===== src/sv/upv_pkg.sv =====
package upv_pkg;

   localparam int FRAC_BITS   = 14;
   localparam int NUM_LANES   = 3;
   localparam int LANE_STAGES = FRAC_BITS + 1;
   localparam int NUM_STG     = LANE_STAGES + 3;
   localparam int OUT_STG     = NUM_STG - 1;

   localparam int DIR_W  = 16;
   localparam int ML_W   = 15;
   localparam int THR_W  = 2 * ML_W;
   localparam int SQ_W   = 2 * DIR_W - 1;
   localparam int S_W    = SQ_W + 1;
   localparam int Q_W    = FRAC_BITS + 1;
   localparam int ACC_W  = 2 * (FRAC_BITS + 2) + S_W + 2;
   localparam int R_SHIFT = 2 * FRAC_BITS + 2;

   localparam logic [ML_W-1:0] MIN_LENGTH_RST = ML_W'(2);
   localparam logic signed [DIR_W-1:0] ONE = DIR_W'(1 << FRAC_BITS);

   typedef enum logic [1:0] {
      AXIS_X = 2'd0,
      AXIS_Y = 2'd1,
      AXIS_Z = 2'd2
   } axis_type;

   typedef struct packed {
      logic [NUM_LANES-1:0][S_W-1:0]  s;
      logic [NUM_LANES-1:0][SQ_W-1:0] mag2;
      logic [NUM_LANES-1:0]           neg;
      axis_type                       axis;
      logic                           degen;
   } cand_type;

   typedef struct packed {
      logic [NUM_LANES-1:0] neg;
      axis_type             axis;
      logic                 degen;
   } tag_type;

endpackage


===== src/sv/upv_front.sv =====
module upv_front (
   input  logic                        clock,
   input  logic [1:0]                  en,
   input  logic signed [15:0]          dir_x,
   input  logic signed [15:0]          dir_y,
   input  logic signed [15:0]          dir_z,
   input  logic [upv_pkg::THR_W-1:0]   thr,
   output upv_pkg::cand_type           cand
);
   import upv_pkg::*;

   logic [SQ_W-1:0]  sqx_ff, sqy_ff, sqz_ff;
   logic             sgx_ff, sgy_ff, sgz_ff;
   logic [2*DIR_W-1:0] px, py, pz;
   logic [S_W-1:0]   s0, s1, s2;
   logic             ok0, ok1, ok2;
   cand_type         cand_in, cand_ff;

   assign px = 32'($signed(dir_x) * $signed(dir_x));
   assign py = 32'($signed(dir_y) * $signed(dir_y));
   assign pz = 32'($signed(dir_z) * $signed(dir_z));

   // squares
   always_ff @(posedge clock) begin
      if (en[0]) begin
         sqx_ff <= px[SQ_W-1:0];
         sqy_ff <= py[SQ_W-1:0];
         sqz_ff <= pz[SQ_W-1:0];
         sgx_ff <= dir_x[DIR_W-1];
         sgy_ff <= dir_y[DIR_W-1];
         sgz_ff <= dir_z[DIR_W-1];
      end
   end

   assign s0 = S_W'(sqy_ff) + S_W'(sqz_ff);
   assign s1 = S_W'(sqz_ff) + S_W'(sqx_ff);
   assign s2 = S_W'(sqx_ff) + S_W'(sqy_ff);

   assign ok0 = (s0 != '0) && (s0 >= S_W'(thr));
   assign ok1 = (s1 != '0) && (s1 >= S_W'(thr));
   assign ok2 = (s2 != '0) && (s2 >= S_W'(thr));

   // candidate pick and lane setup
   always_comb begin
      cand_in = '0;
      cand_in.degen = 1'b0;
      if (ok0) begin
         cand_in.axis = AXIS_X;
      end else if (ok1) begin
         cand_in.axis = AXIS_Y;
      end else if (ok2) begin
         cand_in.axis = AXIS_Z;
      end else begin
         cand_in.axis  = AXIS_X;
         cand_in.degen = 1'b1;
      end
      case (cand_in.axis)
         AXIS_X: begin
            cand_in.s       = {s0, s0, s0};
            cand_in.mag2[1] = sqz_ff;
            cand_in.neg[1]  = sgz_ff;
            cand_in.mag2[2] = sqy_ff;
            cand_in.neg[2]  = !sgy_ff;
         end
         AXIS_Y: begin
            cand_in.s       = {s1, s1, s1};
            cand_in.mag2[0] = sqz_ff;
            cand_in.neg[0]  = !sgz_ff;
            cand_in.mag2[2] = sqx_ff;
            cand_in.neg[2]  = sgx_ff;
         end
         AXIS_Z: begin
            cand_in.s       = {s2, s2, s2};
            cand_in.mag2[0] = sqy_ff;
            cand_in.neg[0]  = sgy_ff;
            cand_in.mag2[1] = sqx_ff;
            cand_in.neg[1]  = !sgx_ff;
         end
         default: begin
            cand_in.s = {s0, s0, s0};
         end
      endcase
   end

   always_ff @(posedge clock) begin
      if (en[1]) begin
         cand_ff <= cand_in;
      end
   end

   assign cand = cand_ff;

endmodule


===== config.mk =====
export PLATFORM = sky130hd
export DESIGN_NAME = upv_front
export DESIGN_NICKNAME = d
export VERILOG_FILES = /design/src/sv/upv_pkg.sv /design/src/sv/upv_front.sv
export SDC_FILE = /design/constraint.sdc
export NUM_CORES = 2
export LEC_CHECK = 0
export ABC_AREA = 1
export BUFFER_PORTS_ARGS = -buffer_cell sky130_fd_sc_hd__buf_2
export CAP_MARGIN = 10
export CORE_ASPECT_RATIO = 1.1
export CORE_UTILIZATION = 47
export DETAILED_ROUTE_END_ITERATION = 10
export SYNTH_ARGS = -nofsm -noshare
export SYNTH_HDL_FRONTEND = slang
export SYNTH_SLANG_ARGS = --single-unit

===== constraint.sdc =====
create_clock -name clock -period 18.4 [get_ports clock]
set_clock_uncertainty 0.2 [all_clocks]
set_input_delay 1.84 -clock clock [delete_from_list [all_inputs] [get_ports clock]]
set_output_delay 1.84 -clock clock [all_outputs]
set_load 0.1 [all_outputs]

==> metrics.yaml <==
critical_path_class: "input port to register"
cts_hold_buf: 0
post_cts_resized: 0
synth_flop_cell: "edfxtp_1"
cts_made_buffers: 28
filler_cell_count: 9284
synth.avg_cell_area_sq_um: 8.032
vias: 35020
htree_levels: 1
synth_edf_count: 224
wl_um: 127300
row_count: 117
syn_area_sq_um: 44430
crit_chain: "buf_2 > nand2_1 > inv_1 > fa_1 > inv_1 > fa_1 > fa_1 > fa_1 > inv_1 > fa_1 > fa_1 > ha_1 > a21oi_1 > a21boi_0 > inv_1 > a21oi_1 > o21ai_0 > a21oi_1 > o21ai_0 > xor2_1"
rsz0062_at_grt: "no"
maxSlewHeadroom_pct: 37.51
finalCritPeriodShare_pct: 41.43
root_buffer: "clkbuf_16"
grt_antenna_before_repair: 2
dp_hpwl_um: 107600
clock_sinks: 224
crit_path_end_kind: "register"
drc: 0
critPathBufInv: 5
synth_cells: 5531
hold_violations: 0
dp_cells: 6858
ant_nets: 0
cts.path.max_buffers: 3
drt-initial-drc-count: 2375
crit_path_max_incr_delay_ns: 0.68
final_common_cell: "inv_1"
synth_cell_types: 49
die_w_um: 295.1
post-route-util_pct: 50.78
grt_pass1_vias: 36130
finalCriticalPeriod_ns: 7.624
ys_warn_count: 0
critPathSlowestCell: "a21boi_0"
cp.required_ns: 18.52
drt_first_pass_iters: 5
setup.worst_path.start_class: "input port"
clock.fmax_ghz: 0.1312
grt.total_usage_pct: 27.31
final_net_count: 6852
worstMarginPinSlew_ns: 0.9288
grt_overflow: 0
clk_pin_slew_ns: 0.07
area_delta_synth_final_pct: 6.418
setup_viol: 0
path_delay_family: "adder cells"
layout_common_cells: "1471 x inv_1, 1262 x nand2_1, 687 x fa_1, 445 x ha_1, 273 x buf_2"
status: "completed"
grt_max_degree: 75
cts_tree: "done"
coreArea_sq_um: 93100
vias_per_cell: 5.068
die_area_sq_um: 95760
grt_pass1_wl_um: 200900
min_path_type: "register to register"
worstPathMaxFanout: 17
synthArstFlopShare_pct: 0
clk_latency_ns: 0.60
start_util_pct: 47.72
io_buffers: 275
cap_violations: 0
ys_seq_area_share_pct: 15.14
worst_path_most_repeated_cell: "fa_1"
pin_count: 276
cts_setup_buffers: 0
wl_per_cell_um: 18.42
arrival_ns: 7.74
layoutNonFillerInstCount: 6910
place.gp.congestion: 0.9905
final_layout_size_suffix_gt1_share_pct: 6.890
fin_tns_setup_ns: 0
drv_slew: 0
ys_ff_latch: 224
die_h_um: 324.5
stage by stage:
step / worst slack (ns) / hold WS [ns] / cell area [sq um]
5_1_grt: 10.44 / 0.4716 / 47280
4_1_cts: 10.88 / 0.4298 / 47280
3_3_place_gp: 10.32 / 0.3957 / 46330
2_1_floorplan: 10.67 / 0.3144 / 44440
6_report: 10.78 / 0.4215 / 47280
3_5_place_dp: 10.28 / 0.4033 / 46330
logic make-up (layout without fill, tap and decap cells):
| group | count (synthesis) | in the layout | share of synthesized area (%) |
|---|---|---|---|
| compound gates | 397 | 397 | 5.086 |
| xor+xnor | 164 | 164 | 3.267 |
| fa+ha+maj | 1132 | 1132 | 43.49 |
| buf+inv | 1688 | 1815 | 15.06 |
| flops | 224 | 224 | 15.14 |
| other cells | 1 | 4 | 0.008441 |
| simple gates | 1925 | 1925 | 17.95 |
flip-flops by register name, indices dropped and copies added (netlist names):
register	count
sgx_ff	1
sqy_ff	30
cand	131
sqx_ff	30
sqz_ff	30
sgy_ff	1
sgz_ff	1
cells in the mapped netlist (2+ instances only):
cell type  number  area, sq um
nor2_1        255        957.2
or2_2           9        56.30
nor3_1         28        140.1
and2_1          4        25.02
buf_6          10        112.6
nand2_1      1262         4737
a211oi_1        7        52.55
a31oi_1         4        25.02
xnor2_1        60        525.5
a21oi_2         3        26.28
a21o_1          5        37.54
clkinv_1        3        11.26
a31o_2          5        43.79
o211a_1         3        30.03
clkbuf_1      107        401.6
a21boi_0        6        45.04
o21a_1         13        97.59
o22ai_2         2        25.02
o211ai_1        5        37.54
nand3_2         3        30.03
o21ai_1         2        10.01
nand3b_1       16        120.1
nor3_2          3        30.03
inv_2           6        22.52
nand4_1        87        544.3
nor2_2          8        50.05
nand2_2        14        87.58
o221a_2         3        33.78
ha_1          445         5568
o2111ai_1       2        17.52
edfxtp_1      224         6726
o221ai_1        4        35.03
nand3_1       227         1136
buf_1           4        15.01
fa_1          687        13750
buf_2          19        95.09
o21bai_1       28        210.2
xor2_2          2        32.53
o21ai_0       101        505.5
nor4_1          7        43.79
a21oi_1       202         1011
xor2_1        102        893.4
inv_1        1471         5522
buf_4          68        510.5
worst register-to-register path, delay by kind of cell, from the launching register on:
family	cells	cell delay, ns
AND/OR/NAND/NOR	18	2.69
buffers and inverters	3	1.79
adder cells (fa/ha/maj)	2	0.84
flip-flops	1	0.61
AO/OA/AOI/OAI	2	0.40
routing by layer:
layer	share of wire, %	global-route usage, %
met1	44	37.44
met2	47	45.88
met3	6.1	3.339
met4	2.8	6.499
met5	0.010	0
worst paths after layout:
check / startpoint / to / slack (ns) / cells after the start
worst max-delay path: dir_x[9] / sqx_ff[26] / 10.78 / 20
worst min-delay path: sgx_ff / cand[5] / 0.42 / 2
worst max register to register: sqy_ff[6] / cand[127] / 11.74 / 25
worst min register to register: sgx_ff / cand[5] / 0.42 / 2
cell type report:
type,count,area (sq um),area share [%]
repair buffers,284,1453,3.072
clock buffers,31,711.9,1.506
clock inverters,20,236.5,0.5002
well taps,1249,1563,3.305
flip-flops and latches,224,6726,14.23
multi-input cells,3621,31030,65.63
inverters,1480,5555,11.75
diodes,1,2.502,0.005293
Power is not shown: default switching activity piles up to over one toggle a cycle in this logic, so the estimate is an artifact.
